## src/sv/ipss_pkg.sv

```systemverilog
`timescale 1ns / 1ps
// shared types and constants of the incremental pi soft-start pwm core
package ipss_pkg;

   localparam int unsigned DATA_W    = 32;
   localparam int unsigned GAIN_W    = 31;
   localparam int unsigned RAMP_W    = 16;
   localparam int unsigned CSR_IDX_W = 3;
   localparam int unsigned FRAC_W    = 15;

   localparam logic [CSR_IDX_W-1:0] CSR_VOLTAGE_REFERENCE  = 3'd0;
   localparam logic [CSR_IDX_W-1:0] CSR_PROPORTIONAL_GAIN  = 3'd1;
   localparam logic [CSR_IDX_W-1:0] CSR_INTEGRAL_GAIN      = 3'd2;
   localparam logic [CSR_IDX_W-1:0] CSR_OUTPUT_UPPER_LIMIT = 3'd3;
   localparam logic [CSR_IDX_W-1:0] CSR_OUTPUT_LOWER_LIMIT = 3'd4;

   localparam logic signed [DATA_W-1:0] UPPER_LIMIT_RESET = 32'sd3276800;
   localparam logic [RAMP_W-1:0] RAMP_STEP = 16'd3;
   localparam logic [RAMP_W-1:0] RAMP_FULL = 16'd32768;
   localparam logic [7:0] COARSE_MIN = 8'd10;
   localparam logic [7:0] COARSE_MAX = 8'd190;

   typedef enum logic [2:0] {
      ST_IDLE,
      ST_PROP,
      ST_INTG,
      ST_SUM,
      ST_SCALE,
      ST_OUT
   } ipss_state_type;

   typedef enum logic [1:0] {
      MUL_PROP,
      MUL_INTG,
      MUL_SCALE
   } ipss_mul_sel_type;

   typedef struct packed {
      logic             load;
      logic             mul_en;
      ipss_mul_sel_type mul_sel;
      logic             acc_en;
      logic             sum_en;
      logic             commit;
      logic             out_load;
   } ipss_cmd_type;

   typedef struct packed {
      logic out_busy;
   } ipss_stat_type;

endpackage

```

## src/sv/ipss_dp.sv

```systemverilog
`timescale 1ns / 1ps
// datapath: config registers, shared multiplier, pi state, ramp and output register
module ipss_dp (
   input  logic                          clock,
   input  logic                          reset,
   input  logic                          csr_we,
   input  logic [ipss_pkg::CSR_IDX_W-1:0] csr_index,
   input  logic [ipss_pkg::DATA_W-1:0]   csr_wdata,
   input  logic [ipss_pkg::DATA_W-1:0]   req_tdata,
   input  ipss_pkg::ipss_cmd_type        cmd,
   output ipss_pkg::ipss_stat_type       stat,
   output logic                          rsp_tvalid,
   input  logic                          rsp_tready,
   output logic [55:0]                   rsp_tdata,
   output logic                          rsp_tuser
);

   logic signed [31:0] vref_ff, upper_ff, lower_ff;
   logic [30:0]        kp_ff, ki_ff;
   logic signed [31:0] prev_err_ff, prev_drive_ff;
   logic               ramp_active_ff, ramp_active_in;
   logic [15:0]        ramp_gain_ff, ramp_gain_in;
   logic signed [31:0] err_ff, diff_ff, acc_ff, y_ff, q_ff;
   logic signed [31:0] err_in;
   logic signed [31:0] mul_a;
   logic signed [31:0] mul_b;
   logic signed [63:0] product;
   logic signed [31:0] y_clamp;
   logic [15:0]        whole;
   logic [7:0]         coarse;
   logic               rsp_valid_ff;
   logic [55:0]        rsp_data_ff;
   logic               rsp_user_ff;

   assign err_in = vref_ff - $signed(req_tdata);

   always_comb begin
      ramp_gain_in   = ramp_gain_ff;
      ramp_active_in = ramp_active_ff;
      if (ramp_active_ff) begin
         ramp_gain_in = ramp_gain_ff + ipss_pkg::RAMP_STEP;
      end
      if (ramp_gain_in >= ipss_pkg::RAMP_FULL) begin
         ramp_gain_in   = ipss_pkg::RAMP_FULL;
         ramp_active_in = 1'b0;
      end
   end

   always_comb begin
      unique case (cmd.mul_sel)
         ipss_pkg::MUL_PROP: begin
            mul_a = diff_ff;
            mul_b = $signed({1'b0, kp_ff});
         end
         ipss_pkg::MUL_INTG: begin
            mul_a = err_ff;
            mul_b = $signed({1'b0, ki_ff});
         end
         ipss_pkg::MUL_SCALE: begin
            mul_a = y_ff;
            mul_b = $signed({16'd0, ramp_gain_ff});
         end
         default: begin
            mul_a = y_ff;
            mul_b = $signed({16'd0, ramp_gain_ff});
         end
      endcase
   end

   assign product = mul_a * mul_b;

   always_comb begin
      priority if (y_ff >= upper_ff) begin
         y_clamp = upper_ff;
      end else if (y_ff <= lower_ff) begin
         y_clamp = lower_ff;
      end else begin
         y_clamp = y_ff;
      end
   end

   assign whole = q_ff[30:15];

   always_comb begin
      priority if (q_ff[31]) begin
         coarse = ipss_pkg::COARSE_MIN;
      end else if (whole >= {8'd0, ipss_pkg::COARSE_MAX}) begin
         coarse = ipss_pkg::COARSE_MAX;
      end else if (whole <= {8'd0, ipss_pkg::COARSE_MIN}) begin
         coarse = ipss_pkg::COARSE_MIN;
      end else begin
         coarse = whole[7:0];
      end
   end

   always_ff @(posedge clock) begin
      if (reset) begin
         vref_ff        <= '0;
         kp_ff          <= '0;
         ki_ff          <= '0;
         upper_ff       <= ipss_pkg::UPPER_LIMIT_RESET;
         lower_ff       <= '0;
         prev_err_ff    <= '0;
         prev_drive_ff  <= '0;
         ramp_active_ff <= 1'b1;
         ramp_gain_ff   <= '0;
         rsp_valid_ff   <= 1'b0;
      end else begin
         if (csr_we) begin
            unique case (csr_index)
               ipss_pkg::CSR_VOLTAGE_REFERENCE:  vref_ff  <= $signed(csr_wdata);
               ipss_pkg::CSR_PROPORTIONAL_GAIN:  kp_ff    <= csr_wdata[30:0];
               ipss_pkg::CSR_INTEGRAL_GAIN:      ki_ff    <= csr_wdata[30:0];
               ipss_pkg::CSR_OUTPUT_UPPER_LIMIT: upper_ff <= $signed(csr_wdata);
               ipss_pkg::CSR_OUTPUT_LOWER_LIMIT: lower_ff <= $signed(csr_wdata);
               default: ;
            endcase
         end
         if (cmd.load) begin
            ramp_gain_ff   <= ramp_gain_in;
            ramp_active_ff <= ramp_active_in;
         end
         if (cmd.commit) begin
            prev_drive_ff <= y_clamp;
            prev_err_ff   <= err_ff;
         end
         if (cmd.out_load) begin
            rsp_valid_ff <= 1'b1;
         end else if (rsp_tready) begin
            rsp_valid_ff <= 1'b0;
         end
      end
   end

   always_ff @(posedge clock) begin
      if (cmd.load) begin
         err_ff  <= err_in;
         diff_ff <= err_in - prev_err_ff;
      end
      if (cmd.mul_en) begin
         q_ff <= product[46:15];
      end
      if (cmd.acc_en) begin
         acc_ff <= prev_drive_ff + q_ff;
      end
      if (cmd.sum_en) begin
         y_ff <= acc_ff + q_ff;
      end
      if (cmd.out_load) begin
         rsp_data_ff <= {q_ff, q_ff[14:7], 8'd0, coarse};
         rsp_user_ff <= ~ramp_active_ff;
      end
   end

   assign stat.out_busy = rsp_valid_ff & ~rsp_tready;
   assign rsp_tvalid    = rsp_valid_ff;
   assign rsp_tdata     = rsp_data_ff;
   assign rsp_tuser     = rsp_user_ff;

endmodule

```

## src/sv/ipss_ctrl.sv

```systemverilog
`timescale 1ns / 1ps
// controller: sequences the shared multiplier through one control step
module ipss_ctrl (
   input  logic                    clock,
   input  logic                    reset,
   input  logic                    req_tvalid,
   output logic                    req_tready,
   input  ipss_pkg::ipss_stat_type stat,
   output ipss_pkg::ipss_cmd_type  cmd
);

   ipss_pkg::ipss_state_type state_ff, state_in;

   always_ff @(posedge clock) begin
      if (reset) begin
         state_ff <= ipss_pkg::ST_IDLE;
      end else begin
         state_ff <= state_in;
      end
   end

   always_comb begin
      state_in    = state_ff;
      req_tready  = 1'b0;
      cmd         = '0;
      cmd.mul_sel = ipss_pkg::MUL_PROP;
      unique case (state_ff)
         ipss_pkg::ST_IDLE: begin
            req_tready = 1'b1;
            if (req_tvalid) begin
               cmd.load = 1'b1;
               state_in = ipss_pkg::ST_PROP;
            end
         end
         ipss_pkg::ST_PROP: begin
            cmd.mul_en  = 1'b1;
            cmd.mul_sel = ipss_pkg::MUL_PROP;
            state_in    = ipss_pkg::ST_INTG;
         end
         ipss_pkg::ST_INTG: begin
            cmd.acc_en  = 1'b1;
            cmd.mul_en  = 1'b1;
            cmd.mul_sel = ipss_pkg::MUL_INTG;
            state_in    = ipss_pkg::ST_SUM;
         end
         ipss_pkg::ST_SUM: begin
            cmd.sum_en = 1'b1;
            state_in   = ipss_pkg::ST_SCALE;
         end
         ipss_pkg::ST_SCALE: begin
            cmd.mul_en  = 1'b1;
            cmd.mul_sel = ipss_pkg::MUL_SCALE;
            cmd.commit  = 1'b1;
            state_in    = ipss_pkg::ST_OUT;
         end
         ipss_pkg::ST_OUT: begin
            if (!stat.out_busy) begin
               cmd.out_load = 1'b1;
               state_in     = ipss_pkg::ST_IDLE;
            end
         end
         default: begin
            state_in = ipss_pkg::ST_IDLE;
         end
      endcase
   end

endmodule

```

## src/sv/incremental_pi_soft_start_pwm_core.sv

```systemverilog
`timescale 1ns / 1ps
// top level of the incremental pi soft-start pwm core
//
// req_ carries one signed q16.15 voltage sample per transaction. rsp_ returns one
// transaction per sample: the clamped pwm compare, its 8-bit fine fraction,
// the soft-start scaled drive and, on tuser, the ramp-done flag.
// csr_ writes the reference, gains and output limits, one register per cycle.
// an accepted sample passes the prop, intg, sum, scale and out states before
// rsp_tvalid; no new sample is taken until the core is back in idle. the one
// shared 32x32 multiplier serves the p, i and soft-start products in turn.
// reset clears the pi history, restarts the ramp from zero gain and loads
// the register reset values; no result is pending after reset.
// a result waits in the output register while rsp_tready is low; the next
// sample is still accepted and computed, and holds before its output stage
// until the waiting result is taken.
module incremental_pi_soft_start_pwm_core (
   input  logic        clock,
   input  logic        reset,
   input  logic        req_tvalid,
   output logic        req_tready,
   input  logic [31:0] req_tdata,   // measured_voltage
   output logic        rsp_tvalid,
   input  logic        rsp_tready,
   output logic [55:0] rsp_tdata,   // compare_coarse, compare_fine, scaled_drive
   output logic        rsp_tuser,   // ramp_finished
   input  logic        csr_we,
   input  logic [2:0]  csr_index,
   input  logic [31:0] csr_wdata
);

   ipss_pkg::ipss_cmd_type  cmd;
   ipss_pkg::ipss_stat_type stat;

   ipss_ctrl u_ctrl (
      .clock      (clock),
      .reset      (reset),
      .req_tvalid (req_tvalid),
      .req_tready (req_tready),
      .stat       (stat),
      .cmd        (cmd)
   );

   ipss_dp u_dp (
      .clock      (clock),
      .reset      (reset),
      .csr_we     (csr_we),
      .csr_index  (csr_index),
      .csr_wdata  (csr_wdata),
      .req_tdata  (req_tdata),
      .cmd        (cmd),
      .stat       (stat),
      .rsp_tvalid (rsp_tvalid),
      .rsp_tready (rsp_tready),
      .rsp_tdata  (rsp_tdata),
      .rsp_tuser  (rsp_tuser)
   );

   a_coarse_range: assert property (@(posedge clock) disable iff (reset)
      rsp_tvalid |-> (rsp_tdata[7:0] >= ipss_pkg::COARSE_MIN &&
                      rsp_tdata[7:0] <= ipss_pkg::COARSE_MAX))
      else $error("compare_coarse out of range");

   a_fine_low_zero: assert property (@(posedge clock) disable iff (reset)
      rsp_tvalid |-> (rsp_tdata[15:8] == 8'd0))
      else $error("compare_fine low byte not zero");

   a_busy_after_accept: assert property (@(posedge clock) disable iff (reset)
      (req_tvalid && req_tready) |=> !req_tready)
      else $error("sample accepted while a step is running");

   a_load_only_idle: assert property (@(posedge clock) disable iff (reset)
      cmd.load |-> (req_tvalid && req_tready))
      else $error("datapath load without input transaction");

endmodule
```

## config.mk

```make
export PLATFORM = sky130hd
export DESIGN_NAME = incremental_pi_soft_start_pwm_core
export DESIGN_NICKNAME = d
export VERILOG_FILES = /design/src/sv/ipss_pkg.sv /design/src/sv/ipss_dp.sv /design/src/sv/ipss_ctrl.sv /design/src/sv/incremental_pi_soft_start_pwm_core.sv
export SDC_FILE = /design/constraint.sdc
export NUM_CORES = 2
export LEC_CHECK = 0
export BUFFER_PORTS_ARGS = -buffer_cell sky130_fd_sc_hd__buf_2
export CAP_MARGIN = 10
export CORE_ASPECT_RATIO = 0.75
export CORE_UTILIZATION = 60
export CTS_CLUSTER_DIAMETER = 150
export DETAILED_ROUTE_END_ITERATION = 10
export PLACE_DENSITY = 0.74
export SLEW_MARGIN = 10
export SYNTH_ARGS = -nofsm -noshare
export SYNTH_HDL_FRONTEND = slang
export SYNTH_SLANG_ARGS = --single-unit
```

## constraint.sdc

```tcl
create_clock -name clock -period 12.75 [get_ports clock]
set_input_delay 1.9125 -clock clock [delete_from_list [all_inputs] [get_ports clock]]
set_output_delay 1.9125 -clock clock [all_outputs]
set_load 0.05 [all_outputs]
```

After elaboration in Yosys (flattened, before gate mapping)

Cells that the tools add are included.

Logic and storage cells: 80
Flip-flop bits (word level): 452

$lt $le $gt $ge: 5
Equal/unequal tests: 12
Reductions and logical operators: 12
Muxes and demuxes: 22
Add/sub/neg operators: 5
Multiply operators: 1
Bitwise gates (word level): 3

Operators with widths:

| kind                  | count |
|---|---|
| $add 32x32->32        | 2 |
| $mux 32               | 2 |
| $pmux 32 s2           | 1 |
| $sub 32x32->32        | 2 |
| $pmux 31 s2           | 1 |
| $mul 32x32->47        | 1 |
| $ge 32x32->1          | 1 |
| $le 32x32->1          | 1 |
| $mux 16               | 2 |
| $pmux 3 s6            | 1 |
| $add 16x2->16 const B | 1 |
| $ge 16x16->1 const B  | 1 |
| $ge 16x8->1 const B   | 1 |
| $le 16x4->1 const B   | 1 |
| $mux 8                | 2 |
| $reduce_and 2->1      | 7 |
| $eq 3x2->1 const B    | 4 |
| $mux 1                | 10 |
| $eq 3x3->1 const B    | 3 |
| $pmux 3 s3            | 1 |
| $eq 3x1->1 const B    | 2 |
| $logic_not 3->1       | 2 |
| $mux 3                | 2 |
| $ne 2x2->1 const B    | 2 |
| other kinds (6)       | 7 |

Logic depth before layout (Yosys ltp)

Depth in word-level cells: 5
Mapped depth: 39
Gate-level depth less buffers: 34

Modules after synthesis

Synthesis repeated with hierarchy kept, for this count alone.

Cells, all modules: 5640
Area total of the unflattened synthesis: 51012.7 um^2

By module, submodules not included:

| module    | cells an instance | instances | area each (um^2) |
|---|---|---|---|
| ipss_dp   | 5613              | 1         | 50776.2 |
| ipss_ctrl | 27                | 1         | 236.5 |

Least setup slack after synthesis

No wires, ideal clock.

Kind: register to register
Start point: reg u_ctrl.state_ff[1]
End point: reg u_dp.q_ff[25] (data pin)
Period minus slack after synthesis: 9272 ps
Stages on the path, launching flop included: 36
Library setup time: 271 ps
Buffers on the path: 6
Path slack: 3478 ps
Arrival time: 9001 ps
Data required time: 12479 ps
Cell sequence: dfxtp_1 buf_2 buf_6 inv_4 nand3_2 clkbuf_1 clkbuf_1 o22ai_1 or2_2 clkbuf_1 buf_1 nor2_1 fa_1 fa_1 fa_1 inv_1 fa_1 inv_1 fa_1 inv_1 fa_1 inv_1 fa_1 fa_1 ha_1 o21a_1 o31ai_1 nand2b_1 o22ai_1 a21oi_4 o21ai_2 o41a_4 a221o_1 a31oi_1 o311ai_1 xor2_1

Word-level cells in the longest chain between the ends: 5

Ends and longest elaborated chain:

| what                                                 | RTL line        | source |
|---|---|---|
| from (decl)                                          | ipss_ctrl.sv:12 | `ipss_pkg::ipss_state_type state_ff, state_in;` |
| from (signal assigned)                               | ipss_ctrl.sv:16 | `state_ff <= ipss_pkg::ST_IDLE;` |
| from (signal assigned)                               | ipss_ctrl.sv:18 | `state_ff <= state_in;` |
| $eq 3x3->1, or another cell as far along             | ipss_ctrl.sv:27 | `unique case (state_ff)` |
| $pmux 3 s3 *                                         | ipss_ctrl.sv:27 |  |
| $eq 2x1->1 / $logic_not 2->1 (equally long branches) | ipss_dp.sv:50   | `unique case (cmd.mul_sel)` |
| $pmux 32 s2 / $pmux 31 s2 (equally long branches)    | ipss_dp.sv:50   |  |
| $mul 32x32->47 *                                     | ipss_dp.sv:70   | `assign product = mul_a * mul_b;` |
| via u_dp.product[40]                                 | ipss_dp.sv:27   | `logic signed [63:0] product;` |
| to (signal assigned)                                 | ipss_dp.sv:141  | `q_ff <= product[46:15];` |
| to (decl)                                            | ipss_dp.sv:23   | `logic signed [31:0] err_ff, diff_ff, acc_ff, y_ff, q_ff;` |

The timed path passes the listed nets; every way through them passes the cells marked *.
A chain may end at the register's enable or synchronous reset.

Worst setup path in the final report

Start point: reg u_ctrl.state_ff[0]
End point: reg u_dp.q_ff[31] (data pin)

Same word-level chain as after synthesis.

==> impl_metrics.yaml <==
finish:
  multi_input_area_um2: 35220
  drive_gt1_share_pct: 6.357
  nNetsFinal: 6832
  final-seq-area_um2: 10900
  fillers: 6912
  area_growth_pct: 5.942
  fin_cells: 6766
logic_synthesis:
  synth_edf_count: 201
  ys_ff_latch: 444
  synth_area_leader_cell: "fa_1"
  ys_async_sr_fraction_pct: 0
  yosysSeqAreaShare_pct: 21.57
  synth_cell_type_count: 85
  syn_area_um2: 50530
  netlist.area_leader.share_pct: 31.85
  synth_ff_type: "dfxtp_1"
  yosysWarnings: 0
  synth.avg_cell_area_um2: 8.989
  syn_inst: 5622
  synthTopCellsByArea: "fa_1 (32%), edfxtp_1 (12%), dfxtp_1 (9.6%)"
setup_path:
  arrival_ns: 11.21
  required_ns: 13.05
  cpMostUsedCell: "fa_1"
  cpPeakStageDelay_ns: 0.87
  cp_num_buf_inv: 6
  crit_path_max_fanout: 28
  crit_path_end_kind: "flip-flop"
  critPathSlowestCell: "o31ai_1"
  crit_cells: 30
  cp_top_family: "adder cells"
  crit_type: "flip-flop to flip-flop"
  r2r_cells: 30
  worstSetupStartpointType: "flip-flop"
timing:
  setup-tns-final_ns: 0
  finalCriticalPeriod_ns: 10.91
  post-route-period-util_pct: 85.59
  clock_skew_ns: 0.02260
  hold_violations: 0
  grt_setup_unrepaired: "no"
  timing.max_slew.rel_slack_pct: 16.18
  setup_viol: 0
  fmax_mhz: 91.63
  tightest_slew_ns: 1.246
  drv_slew: 0
grt:
  antenna_found_initial: 7
  grt_usage_pct: 39.01
  grt.overflow.total: 0
  grt_max_degree: 74
  grt_pass1_vias: 40201
  grt_pass1_wl_um: 246200
floorplan:
  dieWidth_um: 337.1
  fp-row-count: 91
  initial_core_util_pct: 61.05
  die_y_um: 253.3
  io_pins: 131
  die_area_um2: 85400
  core_area_um2: 82780
drt:
  detail-route-antenna-nets: 0
  via_count: 40762
  viasPerCell: 6.025
  wl_met2_um: 65490
  wl_um: 162700
  drc_errors: 0
  first_pass_iters: 8
  highest_layer: "met5"
  first_iter_violations: 4979
  met1Wirelength_um: 65810
  routedWlPerCell_um: 24.05
  wl_met3_um: 25440
power_and_ir_drop:
  ir_drop_mv: 0.3513
  p_leak_nw: 24.39
  power_density_nw_per_um2: 227.4
cts:
  path_clk_slew_ns: 0.07
  htreeDepth: 2
  cts_root_buf: "clkbuf_16"
  clk_path_buf_depth: 3
  clock_sinks: 444
  cts.hold.buffers_added: 0
  cts.repair_timing.setup_buffer_count: 0
  cts_buffers: 39
  cts_tree: "done"
  clkLatencyLatePin_ns: 0.57
  cts_resized: 0
place:
  port_buffers: 122
  gp_congestion: 1.032
  dpl.cell_count: 6692
  dp_hpwl_um: 127600
run_status:
  status: "finished, final reports clean"
min_path:
  min_path_type: "flip-flop to flip-flop"
  hold_path_depth: 2
run:
  maxCapViolations: 0
metrics by stage:
stage / hold slack, ns / setup WS, ns / total power [mW] / cell area, um2 / utilization, %
2_1_floorplan: 0.4357 / 3.478 / 8.049 / 50560 / -
3_3_place_gp: 0.4417 / 2.087 / 10.66 / 52310 / 63.19
3_5_place_dp: 0.4474 / 2.079 / 10.86 / 52320 / 63.20
4_1_cts: 0.4568 / 2.066 / 12.05 / 53530 / 64.67
5_1_grt: 0.4739 / 1.338 / 13.05 / 53530 / 64.67
6_report: 0.4556 / 1.837 / 12.17 / 53540 / 64.68
cell usage after synthesis (46+ instances only):
library cell	instances
nor2_1	712
a22oi_1	46
a21o_1	108
o21ai_0	101
a21oi_1	350
inv_1	929
ha_1	339
clkbuf_1	205
o22ai_1	61
xnor2_1	157
nand2_1	766
fa_1	804
edfxtp_1	201
dfxtp_1	243
path summary, 6_finish.rpt:
check,startpoint,to,slack [ns]
setup / recovery,u_ctrl.state_ff[0],u_dp.q_ff[31],1.84
hold / removal,u_dp.prev_err_ff[25],u_dp.prev_err_ff[25],0.46
setup reg to reg,u_ctrl.state_ff[0],u_dp.q_ff[31],1.84
hold reg to reg,u_dp.prev_err_ff[25],u_dp.prev_err_ff[25],0.46
worst reg2reg max path, delay by kind of cell, from the launching register on:
kind | cells | cell delay, ns
xor+xnor | 1 | 0.12
buf+inv | 6 | 0.92
flops | 1 | 0.59
fa+ha+maj | 9 | 4.34
compound gates | 8 | 2.92
simple gates | 6 | 1.76
final cells by class:
| class | instances | area share, % |
|---|---|---|
| repair buffers | 213 | 2.428 |
| flip-flops and latches | 444 | 20.36 |
| multi-input cells | 3987 | 65.78 |
| clock buffers | 59 | 2.157 |
| clock inverters | 12 | 0.1098 |
| inverters | 932 | 6.539 |
| diodes | 3 | 0.01402 |
| well taps | 1116 | 2.608 |
where the power goes:
part / switching, mW / total, mW / internal [mW] / leakage [nW]
clock: 0.559 / 1.19 / 0.629 / 0.594
sequential: 0.191 / 2.15 / 1.96 / 3.82
combinational: 5.42 / 8.83 / 3.42 / 20.0
total: 6.17 / 12.2 / 6.01 / 24.4
cells in the final DEF (no fill, tap or decap), drive strengths merged, types with 32 or more instances in the layout:
master  Yosys  routed
edfxtp    201     201
a21oi     357     357
or2        34      34
fa        804     804
xnor2     157     157
o22ai      61      61
a21o      108     108
o21ai     115     115
inv       932     932
mux2i      33      33
nand2b     36      36
xor2       41      41
nand2     767     767
ha        339     339
nand3      34      34
clkbuf    206      59
dfxtp     243     243
a22oi      46      46
o21a       41      41
nor2b      32      32
buf        60     213
nor2      712     712
cells by family (layout without fill, tap and decap cells):
group	Yosys count	after routing	synth area share (%)
compound gates	865	865	10.84
xor+xnor	198	198	3.432
fa+ha+maj	1143	1143	40.24
buf+inv	1198	1216	9.099
flops	444	444	21.57
mux	33	33	0.6537
other cells	1	11	0.007421
simple gates	1740	1740	14.15
metal layers:
metal  up-vias  GRT usage, %
li1      17673             -
met1     20038         55.59
met2      2607         54.60
met3       438         15.27
met4         6         11.49
met5         -             0
registers in the layout (all words and copies together), names as in the netlist, 3 cells and up:
| register | cells |
|---|---|
| u_dp.rsp_tdata | 40 |
| u_dp.diff_ff | 32 |
| u_dp.q_ff | 32 |
| u_dp.ramp_gain_ff | 16 |
| u_dp.kp_ff | 31 |
| u_dp.upper_ff | 32 |
| u_dp.acc_ff | 32 |
| u_ctrl.state_ff | 3 |
| u_dp.lower_ff | 32 |
| u_dp.prev_drive_ff | 32 |
| u_dp.prev_err_ff | 32 |
| u_dp.vref_ff | 32 |
| u_dp.y_ff | 32 |
| u_dp.ki_ff | 31 |
| u_dp.err_ff | 32 |
Note: power is estimated with default switching activity, not from simulation.
